## src/hw/rtl/canopy_vertical_turbulence_profile_unit_assert.svh

```systemverilog
// assertion macros for the canopy vertical turbulence profile unit
// expects clk and rst in the scope of each use
`ifndef CANOPY_VERTICAL_TURBULENCE_PROFILE_UNIT_ASSERT_SVH
`define CANOPY_VERTICAL_TURBULENCE_PROFILE_UNIT_ASSERT_SVH

// condition holds at every edge out of reset
`define CVTP_ASSERT_ALWAYS(label, cond, msg) \
  label: assert property (@(posedge clk) disable iff (rst) (cond)) \
    else $error(msg);

// same-cycle implication
`define CVTP_ASSERT_IMPL(label, ante, cons, msg) \
  label: assert property (@(posedge clk) disable iff (rst) (ante) |-> (cons)) \
    else $error(msg);

// next-cycle implication
`define CVTP_ASSERT_NEXT(label, ante, cons, msg) \
  label: assert property (@(posedge clk) disable iff (rst) (ante) |=> (cons)) \
    else $error(msg);

`endif

```

## src/hw/rtl/cvtp_pkg.sv

```systemverilog
// shared widths, codes and config type of the canopy turbulence profile unit
// no dependencies
`default_nettype none

package cvtp_pkg;

  localparam int DATA_W     = 16;
  localparam int REGION_W   = 3;
  localparam int CFG_IDX_W  = 3;
  localparam int ROOT_W     = 16;
  localparam int RAD_W      = 3 * ROOT_W;
  localparam int FRAC_SHIFT = 30;

  localparam logic [REGION_W-1:0] REGION_CUBE_ROOT       = 3'd0;
  localparam logic [REGION_W-1:0] REGION_BLEND_TOP       = 3'd1;
  localparam logic [REGION_W-1:0] REGION_ABOVE           = 3'd2;
  localparam logic [REGION_W-1:0] REGION_UNSTABLE_CANOPY = 3'd3;
  localparam logic [REGION_W-1:0] REGION_NEUTRAL_CANOPY  = 3'd4;

  localparam logic [CFG_IDX_W-1:0] CFG_STABILITY    = 3'd0;
  localparam logic [CFG_IDX_W-1:0] CFG_BLEND        = 3'd1;
  localparam logic [CFG_IDX_W-1:0] CFG_CANOPY       = 3'd2;
  localparam logic [CFG_IDX_W-1:0] CFG_DISPLACEMENT = 3'd3;
  localparam logic [CFG_IDX_W-1:0] CFG_CONVECTIVE   = 3'd4;
  localparam logic [CFG_IDX_W-1:0] CFG_DEVIATION    = 3'd5;
  localparam logic [CFG_IDX_W-1:0] CFG_DECORR       = 3'd6;

  localparam logic signed [DATA_W-1:0] UNSTABLE_LIMIT = -16'sd200;
  localparam logic [DATA_W-1:0] CANOPY_RESET = 16'd64;
  localparam logic [DATA_W-1:0] DECORR_RESET = 16'd32768;

  typedef struct packed {
    logic signed [DATA_W-1:0] stability_length;
    logic [DATA_W-1:0]        blend_height;
    logic [DATA_W-1:0]        canopy_height;
    logic [DATA_W-1:0]        displacement_height;
    logic [DATA_W-1:0]        convective_constant;
    logic [DATA_W-1:0]        vertical_deviation;
    logic [DATA_W-1:0]        vertical_decorrelation;
  } cfg_t;

endpackage

`default_nettype wire

```

## src/hw/rtl/cvtp_cfg_if.sv

```systemverilog
// configuration write channel
// depends on cvtp_pkg
`default_nettype none

interface cvtp_cfg_if
  import cvtp_pkg::*;
();
  logic                 valid;
  logic                 ready;
  logic [CFG_IDX_W-1:0] index;
  logic [DATA_W-1:0]    data;

  modport source (output valid, output index, output data, input ready);
  modport sink (input valid, input index, input data, output ready);
endinterface

`default_nettype wire

```

## src/hw/rtl/cvtp_cfg_regs.sv

```systemverilog
// configuration register file of the canopy turbulence profile unit
// depends on cvtp_pkg and cvtp_cfg_if
`default_nettype none

module cvtp_cfg_regs import cvtp_pkg::*; (
  input  logic       clk,
  input  logic       rst,
  cvtp_cfg_if.sink   cfg,
  output cfg_t       regs
);

  assign cfg.ready = 1'b1;

  always_ff @(posedge clk) begin
    if (rst) begin
      regs.stability_length       <= '0;
      regs.blend_height           <= '0;
      regs.canopy_height          <= CANOPY_RESET;
      regs.displacement_height    <= '0;
      regs.convective_constant    <= '0;
      regs.vertical_deviation     <= '0;
      regs.vertical_decorrelation <= DECORR_RESET;
    end else if (cfg.valid) begin
      unique case (cfg.index)
        CFG_STABILITY:    regs.stability_length       <= $signed(cfg.data);
        CFG_BLEND:        regs.blend_height           <= cfg.data;
        CFG_CANOPY:       regs.canopy_height          <= cfg.data;
        CFG_DISPLACEMENT: regs.displacement_height    <= cfg.data;
        CFG_CONVECTIVE:   regs.convective_constant    <= cfg.data;
        CFG_DEVIATION:    regs.vertical_deviation     <= cfg.data;
        CFG_DECORR:       regs.vertical_decorrelation <= cfg.data;
        default: ;
      endcase
    end
  end

endmodule

`default_nettype wire

```

## src/flat_wrapper.sv

```systemverilog
// flat-port wrapper written by rule: the top's interface ports become plain ports
module cvtp_cfg_regs_flat import cvtp_pkg::*;
  (clk, rst, regs, cfg_valid, cfg_index, cfg_data, cfg_ready);
  cvtp_cfg_if cfg_i ();
  input  logic clk;
  input  logic rst;
  output cfg_t regs;
  input wire logic [$bits(cfg_i.valid)-1:0] cfg_valid;
  input wire logic [$bits(cfg_i.index)-1:0] cfg_index;
  input wire logic [$bits(cfg_i.data)-1:0] cfg_data;
  output wire logic [$bits(cfg_i.ready)-1:0] cfg_ready;
  assign cfg_i.valid = cfg_valid;
  assign cfg_i.index = cfg_index;
  assign cfg_i.data = cfg_data;
  assign cfg_ready = cfg_i.ready;
  cvtp_cfg_regs u_core (.clk(clk), .rst(rst), .cfg(cfg_i), .regs(regs));
endmodule
```

## config.mk

```make
export PLATFORM = sky130hd
export DESIGN_NAME = cvtp_cfg_regs_flat
export DESIGN_NICKNAME = d
export VERILOG_FILES = /design/src/hw/rtl/canopy_vertical_turbulence_profile_unit_assert.svh /design/src/hw/rtl/cvtp_pkg.sv /design/src/hw/rtl/cvtp_cfg_if.sv /design/src/hw/rtl/cvtp_cfg_regs.sv /design/src/flat_wrapper.sv
export SDC_FILE = /design/constraint.sdc
export NUM_CORES = 1
export LEC_CHECK = 0
export ABC_AREA = 0
export BUFFER_PORTS_ARGS = -buffer_cell sky130_fd_sc_hd__buf_2
export CAP_MARGIN = 30
export CELL_PAD_IN_SITES_DETAIL_PLACEMENT = 1
export CELL_PAD_IN_SITES_GLOBAL_PLACEMENT = 2
export CORE_UTILIZATION = 34
export DETAILED_ROUTE_END_ITERATION = 6
export GPL_ROUTABILITY_DRIVEN = 0
export PLACE_DENSITY = 0.86
export SETUP_SLACK_MARGIN = 0.1
export SLEW_MARGIN = 20
export SYNTH_ARGS = -nofsm -noshare
export SYNTH_HDL_FRONTEND = slang
export SYNTH_SLANG_ARGS = --single-unit
```

## constraint.sdc

```tcl
create_clock -name clk -period 2.4 [get_ports clk]
set_clock_uncertainty 0.15 [all_clocks]
set_input_delay 0.48 -clock clk [delete_from_list [all_inputs] [get_ports clk]]
set_output_delay 0.48 -clock clk [all_outputs]
set_load 0.005 [all_outputs]
```

==> flow_metrics.tcl <==
set metrics [dict create \
    clockBufferDepth 2 \
    ir_drop_mv 0.324 \
    groute.usage.overall_pct 18.6 \
    grt_max_degree 43 \
    worstPathRequired_ns 1.77 \
    crit_chain "buf_2" \
    top_regs "u_core.regs x112" \
    rr_startpoint "u_core.regs[6]" \
    crit_path_end "regs[6]" \
    cts-root-buf "clkbuf_16" \
    r2r_setup_slack_ns 1.59 \
    finalPower_uw 3560 \
    die_h_microns 116 \
    core_sq_um 12700 \
    routed_wirelength_microns 12100 \
    wl_per_cell_microns 17.4 \
    area_delta_synth_final_pct 24.9 \
    grt_pass1_vias 3230 \
    ys_seq_elements 112 \
    syn_avg_cell_area_sq_um 11.2 \
    vias 3195 \
    die_w_microns 116 \
    clkTransAtPathRegs_ns 0.07 \
    numCtsBuffers 9 \
    min_period_ns 1.51 \
    worstPathArrival_ns 0.88 \
    seqCellArea_sq_um 2240 \
    layout-drive-gt1-share_pct 30.6 \
    cp_top_family "flip-flops" \
    crit_path_top_delay_cell "dfxtp_1" \
    maxCapViolCount 0 \
    syn_area_sq_um 4420 \
    fin_nets 541 \
    io_buffers 133 \
    synth_cells 393 \
    rsz0062_at_grt "no" \
    fin_tns_setup_ns 0 \
    antenna_found_initial 0 \
    synth_simple_gate_area_share_pct 20.4 \
    multi_input_area_sq_um 2020 \
    max_stage_delay_ns 0.39 \
    yosysSeqAreaShare_pct 50.7 \
    run_status "completed" \
    critPathLaunch "u_core.regs[6]" \
    hpwl_microns 8690 \
    io_pins 135 \
    critical_path_class "register to primary output" \
    hold_start "cfg_data[15]" \
    cts.sinks 112 \
    dp_worst_setup_slack_ns 0.558 \
    post_cts_buffers 0 \
    synth_mux_area_share_pct 25.4 \
    hold_viol_final 0 \
    gr-total-overflow 0 \
    hp-class "primary input to register" \
    yosys.area_share.adder_pct 0 \
    synth-compound-area-share_pct 0 \
    cp-end-kind "primary output" \
    power.leakage_uw 0.00295 \
    largest_register_ffs 112 \
    fin_crit_sh_pct 62.9 \
    dr.pass1.iters 4 \
    setup_viol 0 \
    htreeDepth 3 \
    drc 0 \
    diodes 0 \
    startpoint_type "register" \
    synth_top_family_by_area "multiplexers" \
    slew_viol_final 0 \
    r2r_cells 2 \
    cts_resized 0 \
    path_depth 1 \
    drt_iter0_drc 101 \
    max_freq_mhz 662 \
    path_max_fanout 2 \
    n_fill_cell 1461 \
    die-area_sq_um 13500 \
    yosys.area_share.xor_xnor_pct 0 \
    top_register "u_core.regs" \
    power.density_nw_per_um2 646 \
    ant_nets 0 \
    ctsHoldBuffers 0 \
    clock_latency_ns 0.35 \
    vias_per_cell 4.60 \
    cts_tree "done" \
    start_util_pct 34.9 \
    synth_warnings 0 \
    syn_nets 415 \
    grt_pass1_wl_microns 18400 \
    r2r_end "u_core.regs[6]" \
    crit_buf_inv 1 \
    placementRows 41 \
    ys_types 15 \
    timing.final.ws_setup_ns 0.890 \
]
## area by class of cell
class,instances,area share (%)
repair buffers,144,14.0
well taps,172,3.90
flip-flops and latches,112,40.6
multi-input cells,252,36.7
clock inverters,5,0.635
clock buffers,10,4.15
## Yosys cell counts
library cell | number | area share [%]
nor2_1 | 4 | 0.34
mux2i_1 | 112 | 25
dfxtp_1 | 112 | 51
nand4bb_1 | 3 | 0.76
nand4b_1 | 3 | 0.59
nand2b_1 | 126 | 18
conb_1 | 1 | 0.085
buf_12 | 1 | 0.45
buf_4 | 2 | 0.34
buf_2 | 11 | 1.2
buf_6 | 1 | 0.25
clkbuf_1 | 14 | 1.2
and4b_2 | 1 | 0.25
or4b_1 | 1 | 0.23
nor4b_2 | 1 | 0.34
## worst min-delay path by stage
| stage | cells past startpoint | endpoint |
|---|---|---|
| 2_1_floorplan | 2 | u_core.regs[111] |
| 3_3_place_gp | 2 | u_core.regs[12] |
| 5_1_grt | 3 | u_core.regs[15] |
| 6_report | 3 | u_core.regs[15] |
| 4_1_cts | 3 | u_core.regs[15] |
| 3_5_place_dp | 2 | u_core.regs[27] |
## tightest hold or removal path, stage by stage
cell,delay (ns)
buf_2,0.10
nor2_1,0.04
mux2i_1,0.10
## cell usage in the layout, fill, tap and decap left out, types with 2 or more instances in the layout
cell type	netlist	layout
buf_2	11	133
nand2b_1	126	126
mux2i_1	112	112
dfxtp_1	112	112
clkbuf_16	0	9
buf_4	2	9
nor2_1	4	4
nand4b_1	3	3
nand4bb_1	3	3
clkinv_4	0	2
clkinv_2	0	2
buf_12	1	2
## per-layer routing
metal	GRT usage, %	vias up	share of wire, %
li1	-	1553	-
met1	23.8	1545	46
met2	30.9	86	48
met3	4.24	11	4.9
met4	6.41	0	1.3
met5	0	-	0
## logic make-up (layout without fill, tap and decap cells)
family / count (synthesis) / after routing
flops: 112 / 112
simple gates: 139 / 139
other cells: 1 / 1
mux: 112 / 112
buf+inv: 29 / 159
## report_power, final
part	leakage (uW)	total, uW	switching [uW]	internal (uW)
logic	0.00191	268	142	127
registers	0.000906	1920	23.8	1900
clock network	0.000128	1370	675	700
## through the flow
| stage | std cells | hold slack, ns | cell area (sq um) | utilization (%) |
|---|---|---|---|---|
| final | 695 | 0.266 | 5520 | 43.6 |
| after global routing | 695 | 0.276 | 5520 | 43.6 |
| after CTS | 695 | 0.262 | 5520 | 43.6 |
| after detailed placement | 680 | 0.315 | 5260 | 41.5 |
| after global placement | 680 | 0.307 | 5260 | 41.5 |
| after floorplan | 393 | 0.315 | 4420 | - |
Power figures use the tool's default switching activity.
