==> src/hw/rtl/canopy_vertical_turbulence_profile_unit_assert.svh <==
// assertion macros for the canopy vertical turbulence profile unit
// expects clk and rst in the scope of each use
`ifndef CANOPY_VERTICAL_TURBULENCE_PROFILE_UNIT_ASSERT_SVH
`define CANOPY_VERTICAL_TURBULENCE_PROFILE_UNIT_ASSERT_SVH

// condition holds at every edge out of reset
`define CVTP_ASSERT_ALWAYS(label, cond, msg) \
  label: assert property (@(posedge clk) disable iff (rst) (cond)) \
    else $error(msg);

// same-cycle implication
`define CVTP_ASSERT_IMPL(label, ante, cons, msg) \
  label: assert property (@(posedge clk) disable iff (rst) (ante) |-> (cons)) \
    else $error(msg);

// next-cycle implication
`define CVTP_ASSERT_NEXT(label, ante, cons, msg) \
  label: assert property (@(posedge clk) disable iff (rst) (ante) |=> (cons)) \
    else $error(msg);

`endif

==> src/hw/rtl/cvtp_pkg.sv <==
// shared widths, codes and config type of the canopy turbulence profile unit
// no dependencies
`default_nettype none

package cvtp_pkg;

  localparam int DATA_W     = 16;
  localparam int REGION_W   = 3;
  localparam int CFG_IDX_W  = 3;
  localparam int ROOT_W     = 16;
  localparam int RAD_W      = 3 * ROOT_W;
  localparam int FRAC_SHIFT = 30;

  localparam logic [REGION_W-1:0] REGION_CUBE_ROOT       = 3'd0;
  localparam logic [REGION_W-1:0] REGION_BLEND_TOP       = 3'd1;
  localparam logic [REGION_W-1:0] REGION_ABOVE           = 3'd2;
  localparam logic [REGION_W-1:0] REGION_UNSTABLE_CANOPY = 3'd3;
  localparam logic [REGION_W-1:0] REGION_NEUTRAL_CANOPY  = 3'd4;

  localparam logic [CFG_IDX_W-1:0] CFG_STABILITY    = 3'd0;
  localparam logic [CFG_IDX_W-1:0] CFG_BLEND        = 3'd1;
  localparam logic [CFG_IDX_W-1:0] CFG_CANOPY       = 3'd2;
  localparam logic [CFG_IDX_W-1:0] CFG_DISPLACEMENT = 3'd3;
  localparam logic [CFG_IDX_W-1:0] CFG_CONVECTIVE   = 3'd4;
  localparam logic [CFG_IDX_W-1:0] CFG_DEVIATION    = 3'd5;
  localparam logic [CFG_IDX_W-1:0] CFG_DECORR       = 3'd6;

  localparam logic signed [DATA_W-1:0] UNSTABLE_LIMIT = -16'sd200;
  localparam logic [DATA_W-1:0] CANOPY_RESET = 16'd64;
  localparam logic [DATA_W-1:0] DECORR_RESET = 16'd32768;

  typedef struct packed {
    logic signed [DATA_W-1:0] stability_length;
    logic [DATA_W-1:0]        blend_height;
    logic [DATA_W-1:0]        canopy_height;
    logic [DATA_W-1:0]        displacement_height;
    logic [DATA_W-1:0]        convective_constant;
    logic [DATA_W-1:0]        vertical_deviation;
    logic [DATA_W-1:0]        vertical_decorrelation;
  } cfg_t;

endpackage

`default_nettype wire

==> src/hw/rtl/cvtp_cbrt.sv <==
// pipelined integer cube root, one root bit per register stage
// depends on cvtp_pkg
`default_nettype none

module cvtp_cbrt import cvtp_pkg::*; #(
  parameter int TAG_W = 1
) (
  input  logic              clk,
  input  logic              rst,
  input  logic              en,
  input  logic              in_valid,
  input  logic [RAD_W-1:0]  radicand,
  input  logic [TAG_W-1:0]  in_tag,
  output logic              out_valid,
  output logic [ROOT_W-1:0] root,
  output logic [TAG_W-1:0]  out_tag
);

  localparam int STEPS = ROOT_W;
  localparam int Y2_W  = 2 * ROOT_W;
  localparam int B_W   = 2 * ROOT_W + 3;

  logic [STEPS-1:0]  v;
  logic [RAD_W-1:0]  rem [STEPS];
  logic [ROOT_W-1:0] y [STEPS];
  logic [Y2_W-1:0]   y2 [STEPS];
  logic [TAG_W-1:0]  tag [STEPS];

  logic [RAD_W-1:0]  rem_p [STEPS];
  logic [ROOT_W-1:0] y_p [STEPS];
  logic [Y2_W-1:0]   y2_p [STEPS];
  logic [ROOT_W-1:0] yd [STEPS];
  logic [Y2_W-1:0]   y2d [STEPS];
  logic [B_W-1:0]    b [STEPS];
  logic              take [STEPS];
  logic [RAD_W-1:0]  rem_n [STEPS];
  logic [ROOT_W-1:0] y_n [STEPS];
  logic [Y2_W-1:0]   y2_n [STEPS];

  always_comb begin
    rem_p[0] = radicand;
    y_p[0]   = '0;
    y2_p[0]  = '0;
    for (int i = 1; i < STEPS; i++) begin
      rem_p[i] = rem[i-1];
      y_p[i]   = y[i-1];
      y2_p[i]  = y2[i-1];
    end
    for (int i = 0; i < STEPS; i++) begin
      // y doubles, trial term is 3*y*(y+1)+1 at this digit
      yd[i]  = y_p[i] << 1;
      y2d[i] = y2_p[i] << 2;
      b[i]   = (B_W'(y2d[i]) << 1) + B_W'(y2d[i]) + (B_W'(yd[i]) << 1) + B_W'(yd[i])
               + B_W'(1);
      take[i]  = (rem_p[i] >> (3 * (STEPS - 1 - i))) >= RAD_W'(b[i]);
      rem_n[i] = take[i] ? rem_p[i] - (RAD_W'(b[i]) << (3 * (STEPS - 1 - i))) : rem_p[i];
      y_n[i]   = yd[i] + ROOT_W'(take[i]);
      y2_n[i]  = take[i] ? y2d[i] + (Y2_W'(yd[i]) << 1) + Y2_W'(1) : y2d[i];
    end
  end

  always_ff @(posedge clk) begin
    if (rst) begin
      v <= '0;
    end else if (en) begin
      v <= {v[STEPS-2:0], in_valid};
    end
  end

  always_ff @(posedge clk) begin
    if (en) begin
      tag[0] <= in_tag;
      for (int i = 1; i < STEPS; i++) begin
        tag[i] <= tag[i-1];
      end
      for (int i = 0; i < STEPS; i++) begin
        rem[i] <= rem_n[i];
        y[i]   <= y_n[i];
        y2[i]  <= y2_n[i];
      end
    end
  end

  assign out_valid = v[STEPS-1];
  assign root      = y[STEPS-1];
  assign out_tag   = tag[STEPS-1];

endmodule

`default_nettype wire

==> config.mk <==
export PLATFORM = sky130hd
export DESIGN_NAME = cvtp_cbrt
export DESIGN_NICKNAME = d
export VERILOG_FILES = /design/src/hw/rtl/canopy_vertical_turbulence_profile_unit_assert.svh /design/src/hw/rtl/cvtp_pkg.sv /design/src/hw/rtl/cvtp_cbrt.sv
export SDC_FILE = /design/constraint.sdc
export NUM_CORES = 2
export LEC_CHECK = 0
export BUFFER_PORTS_ARGS = -buffer_cell sky130_fd_sc_hd__buf_2
export CAP_MARGIN = 20
export CORE_UTILIZATION = 50
export DETAILED_ROUTE_END_ITERATION = 8
export PLACE_DENSITY = 0.76
export REMOVE_ABC_BUFFERS = 1
export SLEW_MARGIN = 5
export SYNTH_ARGS = -nofsm -noshare
export SYNTH_HDL_FRONTEND = slang
export SYNTH_SLANG_ARGS = --single-unit
export TNS_END_PERCENT = 20
==> constraint.sdc <==
create_clock -name clk -period 14.84 [get_ports clk]
set_input_delay 1.484 -clock clk [delete_from_list [all_inputs] [get_ports clk]]
set_output_delay 1.484 -clock clk [all_outputs]
set_load 0.01 [all_outputs]
==> results.sh <==
export IMPL_vias=58556
export IMPL_ant_nets=0
export IMPL_cts_sinks=1168
export IMPL_cp_end_kind="register"
export IMPL_cts_tree="yes"
export IMPL_drt_pre_antenna_iters=5
export IMPL_portBuffers=70
export IMPL_root_buffer="clkbuf_16"
export IMPL_synth_main_ff_cell="edfxtp_1"
export IMPL_setup_viol=0
export IMPL_start_kind="register"
export IMPL_globalplace_congestion=0.913
export IMPL_yosys_top_cells_count="edfxtp_1 (1152), ha_1 (1140), a21oi_1 (622), inv_1 (579), nand2_1 (496)"
export IMPL_relSlewSlack=0.272
export IMPL_reg2reg_slack_ps=6300
export IMPL_antenna_cells=0
export IMPL_critPathArrivalTime_ps=9070
export IMPL_maxCapViolCount=0
export IMPL_tns_ps=0
export IMPL_cts_buffer_depth=3
export IMPL_top_level_ports=71
export IMPL_die_h_um=415
export IMPL_drc=0
export IMPL_maxSlewViolCount=0
export IMPL_std_cell_rows=151
export IMPL_hp_start="rem[1][151]$_DFFE_PP_"
export IMPL_yosys_area_top_type="edfxtp_1"
export IMPL_ys_async_sr_fraction=0
export IMPL_status="complete, no violations"
export IMPL_clock_skew_ps=47.8
export IMPL_cp_num_buf_inv=3
export IMPL_crit_start="y[1][51]$_DFFE_PP_"
export IMPL_post_cts_resized=0
export IMPL_rsz0062_at_grt="no"
export IMPL_final_nets=9343
export IMPL_cts_made_buffers=136
export IMPL_wl_per_cell_um=18.7
export IMPL_max_slew_worst_pin_slew_ps=1080
export IMPL_grt_pass1_wl_um=307000
export IMPL_cp_depth=27
export IMPL_layout_min_cycle_time_ps=8540
export IMPL_worstHoldPathType="reg -> reg"
export IMPL_synth_cells=7860
export IMPL_reg2reg_depth=27
export IMPL_cp_required_ps=15370
export IMPL_syn_cell_area_um2=85200
export IMPL_clk_pin_slew_ps=60
export IMPL_path_delay_family="simple AND/OR/NAND/NOR gates"
export IMPL_viasPerCell=5.70
export IMPL_avgSynthCellArea_um2=10.8
export IMPL_r2r_end="y2[1][148]$_DFFE_PP_"
export IMPL_overflow=0
export IMPL_yosys_area_top_type_share=0.406
export IMPL_synth_most_common_cell="edfxtp_1"
export IMPL_max_freq_mhz=117
export IMPL_hold_buffers=0
export IMPL_hold_viol=0
export IMPL_ys_seq_elements=1168
export IMPL_cp_slowest_stage_delay_ps=660
export IMPL_synth_edf_count=1152
export IMPL_synth_seq_area_share=0.410
export IMPL_ys_types=106
export IMPL_synth_top_cells_by_area="edfxtp_1 (41%), ha_1 (17%), fa_1 (5.0%)"
export IMPL_yosysWarnings=0
export IMPL_track_usage=0.222
export IMPL_die_w_um=415
export IMPL_post_route_period_util=0.576
export IMPL_drive_gt1_frac=0.0585
export IMPL_hpwl_um=150000
export IMPL_drt_initial_drc_count=3402
export IMPL_slowest_stage="buf_4"
export IMPL_h_tree_depth=4
export IMPL_grt_max_degree=166
export IMPL_cp_max_fo=83
export IMPL_start_util=0.503
export IMPL_reg2reg_from="y[1][51]$_DFFE_PP_"
export IMPL_clk_latency_ps=810
export IMPL_area_growth_pct=8.70
export IMPL_fillers=14235
export IMPL_path_class="reg -> reg"
export IMPL_die_area_um2=172000
export IMPL_grt_pass1_vias=60203
export IMPL_crit_end="y2[1][148]$_DFFE_PP_"
export IMPL_grt_antenna_before_repair=0
export IMPL_core_area_um2=169000
export IMPL_routed_wl_um=192000
export IMPL_cts_setup_buffers=0
registers in the layout, indices dropped and copies added (netlist names):
name / flops
rem: 720
y2: 280
y: 136
tag: 16
v: 16
stage by stage:
stage          instance area [um2]  setup WS [ps]  hold slack (ps)  instances   util
6_report                     92600           6300              396      10269  0.547
5_1_grt                      92600           5850              412      10269  0.547
4_1_cts                      92600           6220              394      10267  0.547
3_5_place_dp                 88000           6240              405      10016  0.520
3_3_place_gp                 88000           6330              401      10016  0.520
2_1_floorplan                84500           1800              400       7703      -
per-layer routing:
layer	vias to the layer above	GRT usage	routed length (um)
li1	28940	-	-
met1	27996	0.251	77400
met2	1179	0.405	97600
met3	441	0.0259	6150
met4	0	0.121	10800
met5	-	0	0
logic make-up after synthesis:
logic type / count (synthesis) / synth area share
adders and majority gates: 1352 / 0.217
AOI/OAI and AO/OA: 1970 / 0.147
and+or+nand+nor: 1758 / 0.0997
xor gates and xnor gates: 780 / 0.0802
DFF: 1168 / 0.410
buffers and inverters: 741 / 0.0340
muxes: 91 / 0.0118
cells in the final DEF, fill, tap and decap left out, types with 42 or more instances in the layout:
cell type	instances
nand2_1	496
ha_1	1140
xnor2_1	438
o21ai_1	106
and2_1	42
o21a_1	88
edfxtp_1	1152
a21oi_1	621
mux2_2	62
nor2_1	451
o21ai_0	352
and3_1	74
nand4_1	90
clkbuf_16	139
a31oi_1	64
o21bai_1	95
inv_1	579
a21o_1	276
fa_1	212
buf_2	69
nand3_1	149
nand2b_1	94
nor2b_1	79
nor3_1	106
xor2_1	342
worst reg2reg max path, stage by stage, from the launching register on:
cell      delay [ps]
edfxtp_1         480
inv_1            150
fa_1             440
fa_1             510
inv_1             70
fa_1             460
a21o_1           200
a21oi_1          280
nor3_1           100
nand3b_1         270
o41a_1           430
a31oi_1          350
a21oi_1          270
a211o_1          320
a21oi_1          190
xor2_1           190
ha_1             340
and4_1           220
nand3_1          180
or4b_1           150
nor2_1            90
nor4b_1          630
nand2_1          360
nor2_4           290
buf_4            660
nor2_1           360
nand4_1          190
xnor2_1           90
area by class of cell:
type,instances,area [um2],area share
timing repair buffer,97,611,0.00659
multi-input combinational,5951,47500,0.513
sequential,1168,34900,0.377
clock buffer,162,3590,0.0388
clock inverter,89,1020,0.0110
tap,2218,2780,0.0300
inverter,584,2190,0.0237
worst min-delay path by stage:
stage               slack, ps  cells past startpoint                    end
CTS                       390                      0   rem[0][57]$_DFFE_PP_
finish                    400                      0  rem[1][199]$_DFFE_PP_
global route              410                      0  rem[1][241]$_DFFE_PP_
floorplan                 400                      0  rem[0][100]$_DFFE_PP_
detailed placement        400                      0  rem[0][101]$_DFFE_PP_
global placement          400                      0  rem[0][313]$_DFFE_PP_
Power is not shown: default switching activity piles up to over one toggle a cycle in this logic, so the estimate is an artifact.
