### src/hw/rtl/canopy_vertical_turbulence_profile_unit_assert.svh
// assertion macros for the canopy vertical turbulence profile unit
// expects clk and rst in the scope of each use
`ifndef CANOPY_VERTICAL_TURBULENCE_PROFILE_UNIT_ASSERT_SVH
`define CANOPY_VERTICAL_TURBULENCE_PROFILE_UNIT_ASSERT_SVH

// condition holds at every edge out of reset
`define CVTP_ASSERT_ALWAYS(label, cond, msg) \
  label: assert property (@(posedge clk) disable iff (rst) (cond)) \
    else $error(msg);

// same-cycle implication
`define CVTP_ASSERT_IMPL(label, ante, cons, msg) \
  label: assert property (@(posedge clk) disable iff (rst) (ante) |-> (cons)) \
    else $error(msg);

// next-cycle implication
`define CVTP_ASSERT_NEXT(label, ante, cons, msg) \
  label: assert property (@(posedge clk) disable iff (rst) (ante) |=> (cons)) \
    else $error(msg);

`endif

### src/hw/rtl/cvtp_pkg.sv
// shared widths, codes and config type of the canopy turbulence profile unit
// no dependencies
`default_nettype none

package cvtp_pkg;

  localparam int DATA_W     = 16;
  localparam int REGION_W   = 3;
  localparam int CFG_IDX_W  = 3;
  localparam int ROOT_W     = 16;
  localparam int RAD_W      = 3 * ROOT_W;
  localparam int FRAC_SHIFT = 30;

  localparam logic [REGION_W-1:0] REGION_CUBE_ROOT       = 3'd0;
  localparam logic [REGION_W-1:0] REGION_BLEND_TOP       = 3'd1;
  localparam logic [REGION_W-1:0] REGION_ABOVE           = 3'd2;
  localparam logic [REGION_W-1:0] REGION_UNSTABLE_CANOPY = 3'd3;
  localparam logic [REGION_W-1:0] REGION_NEUTRAL_CANOPY  = 3'd4;

  localparam logic [CFG_IDX_W-1:0] CFG_STABILITY    = 3'd0;
  localparam logic [CFG_IDX_W-1:0] CFG_BLEND        = 3'd1;
  localparam logic [CFG_IDX_W-1:0] CFG_CANOPY       = 3'd2;
  localparam logic [CFG_IDX_W-1:0] CFG_DISPLACEMENT = 3'd3;
  localparam logic [CFG_IDX_W-1:0] CFG_CONVECTIVE   = 3'd4;
  localparam logic [CFG_IDX_W-1:0] CFG_DEVIATION    = 3'd5;
  localparam logic [CFG_IDX_W-1:0] CFG_DECORR       = 3'd6;

  localparam logic signed [DATA_W-1:0] UNSTABLE_LIMIT = -16'sd200;
  localparam logic [DATA_W-1:0] CANOPY_RESET = 16'd64;
  localparam logic [DATA_W-1:0] DECORR_RESET = 16'd32768;

  typedef struct packed {
    logic signed [DATA_W-1:0] stability_length;
    logic [DATA_W-1:0]        blend_height;
    logic [DATA_W-1:0]        canopy_height;
    logic [DATA_W-1:0]        displacement_height;
    logic [DATA_W-1:0]        convective_constant;
    logic [DATA_W-1:0]        vertical_deviation;
    logic [DATA_W-1:0]        vertical_decorrelation;
  } cfg_t;

endpackage

`default_nettype wire

### src/hw/rtl/cvtp_div.sv
// pipelined saturating divider, 16-bit quotient, one quotient bit per stage
// depends on cvtp_pkg
`default_nettype none

module cvtp_div import cvtp_pkg::*; #(
  parameter int N_W   = 36,
  parameter int D_W   = 20,
  parameter int TAG_W = 1
) (
  input  logic              clk,
  input  logic              rst,
  input  logic              en,
  input  logic              in_valid,
  input  logic [N_W-1:0]    num,
  input  logic [D_W-1:0]    den,
  input  logic [TAG_W-1:0]  in_tag,
  output logic              out_valid,
  output logic [DATA_W-1:0] quotient,
  output logic [TAG_W-1:0]  out_tag
);

  localparam int STEPS = DATA_W;
  localparam int CW    = (N_W > D_W + DATA_W) ? N_W : D_W + DATA_W;

  logic [STEPS-1:0]  v;
  logic [CW-1:0]     rem [STEPS];
  logic [D_W-1:0]    dv [STEPS];
  logic [DATA_W-1:0] q [STEPS];
  logic              ovf [STEPS];
  logic [TAG_W-1:0]  tag [STEPS];

  logic [CW-1:0]     rem_p [STEPS];
  logic [D_W-1:0]    d_p [STEPS];
  logic [DATA_W-1:0] q_p [STEPS];
  logic              take [STEPS];
  logic [CW-1:0]     dsh [STEPS];
  logic [CW-1:0]     rem_n [STEPS];
  logic [DATA_W-1:0] q_n [STEPS];
  logic              ovf_in;

  always_comb begin
    // quotient does not fit in 16 bits
    ovf_in   = CW'(num) >= (CW'(den) << DATA_W);
    rem_p[0] = CW'(num);
    d_p[0]   = den;
    q_p[0]   = '0;
    for (int i = 1; i < STEPS; i++) begin
      rem_p[i] = rem[i-1];
      d_p[i]   = dv[i-1];
      q_p[i]   = q[i-1];
    end
    for (int i = 0; i < STEPS; i++) begin
      dsh[i]   = CW'(d_p[i]) << (STEPS - 1 - i);
      take[i]  = rem_p[i] >= dsh[i];
      rem_n[i] = take[i] ? rem_p[i] - dsh[i] : rem_p[i];
      q_n[i]   = q_p[i] | (DATA_W'(take[i]) << (STEPS - 1 - i));
    end
  end

  always_ff @(posedge clk) begin
    if (rst) begin
      v <= '0;
    end else if (en) begin
      v <= {v[STEPS-2:0], in_valid};
    end
  end

  always_ff @(posedge clk) begin
    if (en) begin
      ovf[0] <= ovf_in;
      tag[0] <= in_tag;
      for (int i = 1; i < STEPS; i++) begin
        ovf[i] <= ovf[i-1];
        tag[i] <= tag[i-1];
      end
      for (int i = 0; i < STEPS; i++) begin
        rem[i] <= rem_n[i];
        dv[i]  <= d_p[i];
        q[i]   <= q_n[i];
      end
    end
  end

  assign out_valid = v[STEPS-1];
  assign quotient  = ovf[STEPS-1] ? '1 : q[STEPS-1];
  assign out_tag   = tag[STEPS-1];

endmodule

`default_nettype wire

### config.mk
export PLATFORM = sky130hd
export DESIGN_NAME = cvtp_div
export DESIGN_NICKNAME = d
export VERILOG_FILES = /design/src/hw/rtl/canopy_vertical_turbulence_profile_unit_assert.svh /design/src/hw/rtl/cvtp_pkg.sv /design/src/hw/rtl/cvtp_div.sv
export SDC_FILE = /design/constraint.sdc
export NUM_CORES = 2
export LEC_CHECK = 0
export ABC_AREA = 1
export BUFFER_PORTS_ARGS = -buffer_cell sky130_fd_sc_hd__buf_2
export CAP_MARGIN = 15
export CORE_MARGIN = 3
export CORE_UTILIZATION = 45
export CTS_CLUSTER_SIZE = 24
export DETAILED_ROUTE_END_ITERATION = 7
export GPL_ROUTABILITY_DRIVEN = 0
export PLACE_DENSITY = 0.63
export SYNTH_ARGS = -nofsm -noshare
export SYNTH_HDL_FRONTEND = slang
export SYNTH_SLANG_ARGS = --single-unit
export TNS_END_PERCENT = 30
### constraint.sdc
create_clock -name clk -period 2.85 [get_ports clk]
set_input_delay 0.7125 -clock clk [delete_from_list [all_inputs] [get_ports clk]]
set_output_delay 0.7125 -clock clk [all_outputs]
set_load 0.02 [all_outputs]
==> results.md <==
## Route
- 17.7 um — WL per Instance
- 10 — final routed DRC violation total
- 8 — First-pass DRT Iterations
- 5.35 — mean number of vias per cell
- met4 — uppermost routed layer
- 49900 — vias after detailed routing
- 74900 um — Met2 Routed Length
- 11600 um — sum of met3 wire segment lengths after detailed routing
- 4826 — First DRT Iteration DRCs
- 73500 um — M1 wire length
- 0 — number of nets with antenna violations after detailed routing
- 165000 um — overall routed net length

## Critical path
- 3150 ps — Arrival @ worst endpoint
- rem[1][146] — startpoint of the most critical register-to-register path
- 13 — count of cells along the worst register-to-register path
- rem[1][146] — first element of the critical path
- flip-flop — crit end category
- flip-flop — category of the worst setup path launch point
- 29 — worst-path fanout max
- 3270 ps — required time at the worst-slack endpoint
- flip-flop to flip-flop — category of the most critical setup path

## Synth
- 49.5% — sequential-to-total area share from yosys stat
- 61800 um2 — Post-Syn Area
- sky130_fd_sc_hd__edfxtp_1 — cell taking the most area after synthesis
- 7251 — number of cells produced by synthesis
- sky130_fd_sc_hd__edfxtp_1, sky130_fd_sc_hd__nand2_1, sky130_fd_sc_hd__ha_1 — cell types with the largest area share after synthesis
- 8.52 um2 — Post-Synthesis Mean Instance Area
- 0 — count of synthesis-stage warnings from yosys
- 1008 — number of enable-type register cells in the synthesized netlist
- 0% — share of flip-flops with an asynchronous set or reset
- 7667 — Net Count, Synth
- 52 — library cells used by synthesis
- 1024 — number of register bits inferred by synthesis
- sky130_fd_sc_hd__edfxtp_1 — flip-flop cell with the highest count after synthesis
- 49.0% — area share of the largest cell type after synthesis

## Floorplanning
- 377 um — die height
- 135 — # rows
- 45.4% — effective utilization at floorplan
- 377 um — chip width
- 142000 um2 — floorplan die area
- 136000 um2 — area of the placeable core
- 79 — total I/O pin count

## CTS
- sky130_fd_sc_hd__clkbuf_16 — CTS root buffer
- yes — clock tree from TritonCTS
- 3 — Clock Tree Buf Depth
- 0 — CTS Hold Buffers Added
- 109 — Inserted Clock Buffers
- 1024 — Sinks on Clock Net
- 60 ps — clock slew seen by the registers of the worst setup and hold paths
- 3 — H-tree Lvls
- 730 ps — worst skew pair latency

## Power
- 535 uV — peak supply drop
- 30.5 nW — LEAKAGE
- 62.8 mW — total chip power
- 919 nW/um2 — cell area power density

## Cells and area
- sky130_fd_sc_hd__nand2_1 — most common library cell in the layout ignoring fill and taps
- 10.7% — Syn-to-layout area delta
- 7876 — net total in the final layout
- sky130_fd_sc_hd__nand2_1, sky130_fd_sc_hd__inv_1, sky130_fd_sc_hd__edfxtp_1 — most frequent cells in the layout
- 9331 — non-filler cells, final
- 12700 — Filler Cells Inserted
- 0 — ANT cells
- 7.03% — fraction of final layout cells sized beyond drive strength 1

## STA
- 22.8 ps — final clock skew
- 50.5% — max-slew headroom at the worst pin
- 0 ps — total negative slack for setup checks
- 0 — final hold violation count
- 0 — final setup fails
- 741 ps — transition time of the tightest slew-check pin
- 96.1% — final critical-path share of the clock period
- 0.365 GHz — maximum operating frequency
- 0 — total count of max-transition violations in the final report
- 2740 ps — post-layout minimum cycle time
- true — RSZ-0062 raised after global routing
- 161 ps — hold_ws

## Min path
- input pin to flip-flop — kind of path behind the tightest hold check
- 1 — hold depth
- in_tag — hold path startpoint

## Placed design
- 130000 um — Post-DP HPWL
- 78 — Port Buf Inserts
- 9126 — total placed cells including tap cells

## Run
- 0 — max cap viols

## Global route
- 104 — pin count of the biggest net entering global routing
- 46600 — via count of the first global-routing pass
- 256000 um — wire length of the first global-routing pass
- 0 — grt ovf
- 22.8% — global-route usage over all layers
- 1 — number of antenna violations at the first check in global routing

## Status
- finished, violations left — run status
- DRC — violated checks

-- what timing repair did --
item                       in CTS  in global routing
pin swaps                       0                  1
setup endpoints to repair      24                 58
setup buffers                   1                  3
resized for setup               1                 12
-- where the power goes --
part	total, mW	switching (mW)	internal [mW]
Clock	14.2	5.94	8.21
Sequential	23.1	2.34	20.7
Combinational	25.6	16.8	8.79
Total	62.8	25.1	37.7
-- path summary, 6_finish.rpt --
path,end,slack [ps]
worst max-delay path,rem[1][186],110
worst max register to register,rem[1][186],110
worst min-delay path,tag[0][0],160
worst min register to register,q[1][53],410
-- registers in the layout, summed over array words and instances, names as in the netlist --
register,count
ovf,16
rem,540
q,136
dv,300
v,16
tag,16
-- kinds of logic after synthesis --
kind of cell | after synthesis | synth area share (%)
compound gates | 841 | 7.47
xor+xnor | 213 | 3.02
fa+ha+maj | 355 | 7.37
buf+inv | 1169 | 7.59
flops | 1024 | 49.5
simple gates | 3649 | 25.0
-- synth_stat cells (7+ instances only) --
| master | n |
|---|---|
| sky130_fd_sc_hd__a21oi_2 | 25 |
| sky130_fd_sc_hd__nand3_1 | 339 |
| sky130_fd_sc_hd__ha_1 | 340 |
| sky130_fd_sc_hd__nand4_1 | 187 |
| sky130_fd_sc_hd__inv_1 | 1088 |
| sky130_fd_sc_hd__and3_1 | 7 |
| sky130_fd_sc_hd__nor4_1 | 29 |
| sky130_fd_sc_hd__nor3_1 | 91 |
| sky130_fd_sc_hd__a21o_1 | 14 |
| sky130_fd_sc_hd__edfxtp_1 | 1008 |
| sky130_fd_sc_hd__or2_2 | 26 |
| sky130_fd_sc_hd__inv_2 | 10 |
| sky130_fd_sc_hd__buf_2 | 19 |
| sky130_fd_sc_hd__o21ai_1 | 37 |
| sky130_fd_sc_hd__dfxtp_1 | 16 |
| sky130_fd_sc_hd__o21ai_0 | 256 |
| sky130_fd_sc_hd__buf_4 | 18 |
| sky130_fd_sc_hd__a21oi_1 | 428 |
| sky130_fd_sc_hd__nand2_1 | 2228 |
| sky130_fd_sc_hd__fa_1 | 15 |
| sky130_fd_sc_hd__nand3_2 | 23 |
| sky130_fd_sc_hd__o21a_1 | 8 |
| sky130_fd_sc_hd__xor2_1 | 123 |
| sky130_fd_sc_hd__buf_6 | 22 |
| sky130_fd_sc_hd__and2_1 | 12 |
| sky130_fd_sc_hd__nor2_1 | 588 |
| sky130_fd_sc_hd__o21ai_2 | 43 |
| sky130_fd_sc_hd__xnor2_1 | 90 |
| sky130_fd_sc_hd__nand3b_1 | 49 |
| sky130_fd_sc_hd__nand2_2 | 24 |
| sky130_fd_sc_hd__nor2_2 | 23 |
| sky130_fd_sc_hd__o21bai_1 | 16 |
-- final cells by class --
type | instances | area (um2) | share of cell area (%)
sequential | 1024 | 30600 | 44.7
multi-input combinational | 5058 | 26500 | 38.8
inverter | 1102 | 4150 | 6.07
clock buffer | 127 | 2840 | 4.15
tap | 1781 | 2230 | 3.26
timing repair buffer | 165 | 1300 | 1.91
clock inverter | 74 | 742 | 1.08
-- worst max-delay path: stages, from the launching register on --
cell and delay, ps:
sky130_fd_sc_hd__edfxtp_1 390, sky130_fd_sc_hd__inv_1 90, sky130_fd_sc_hd__ha_1 150, sky130_fd_sc_hd__inv_1 110, sky130_fd_sc_hd__fa_1 460, sky130_fd_sc_hd__nand3_1 170
sky130_fd_sc_hd__nand3_2 180, sky130_fd_sc_hd__nand2_1 130, sky130_fd_sc_hd__nand2_2 70, sky130_fd_sc_hd__nand2_2 80, sky130_fd_sc_hd__nand2_4 60, sky130_fd_sc_hd__inv_4 120
sky130_fd_sc_hd__buf_12 220, sky130_fd_sc_hd__o21ai_0 190
-- per-layer routing --
layer,up-vias,GRT usage [%]
met2,1822,36.6
met1,23300,32.1
met5,-,0
met4,0,6.72
li1,24500,-
met3,280,3.49
-- per-stage QoR --
stage	setup WS (ps)	cell area (um2)	util, %
detailed placement	-53.6	64700	47.6
finish	112	68400	50.3
global route	-33.8	68400	50.3
global placement	-44.4	64700	47.6
floorplan	369	61800	-
CTS	30.0	68300	50.3
(Power assumes the default switching activity.)
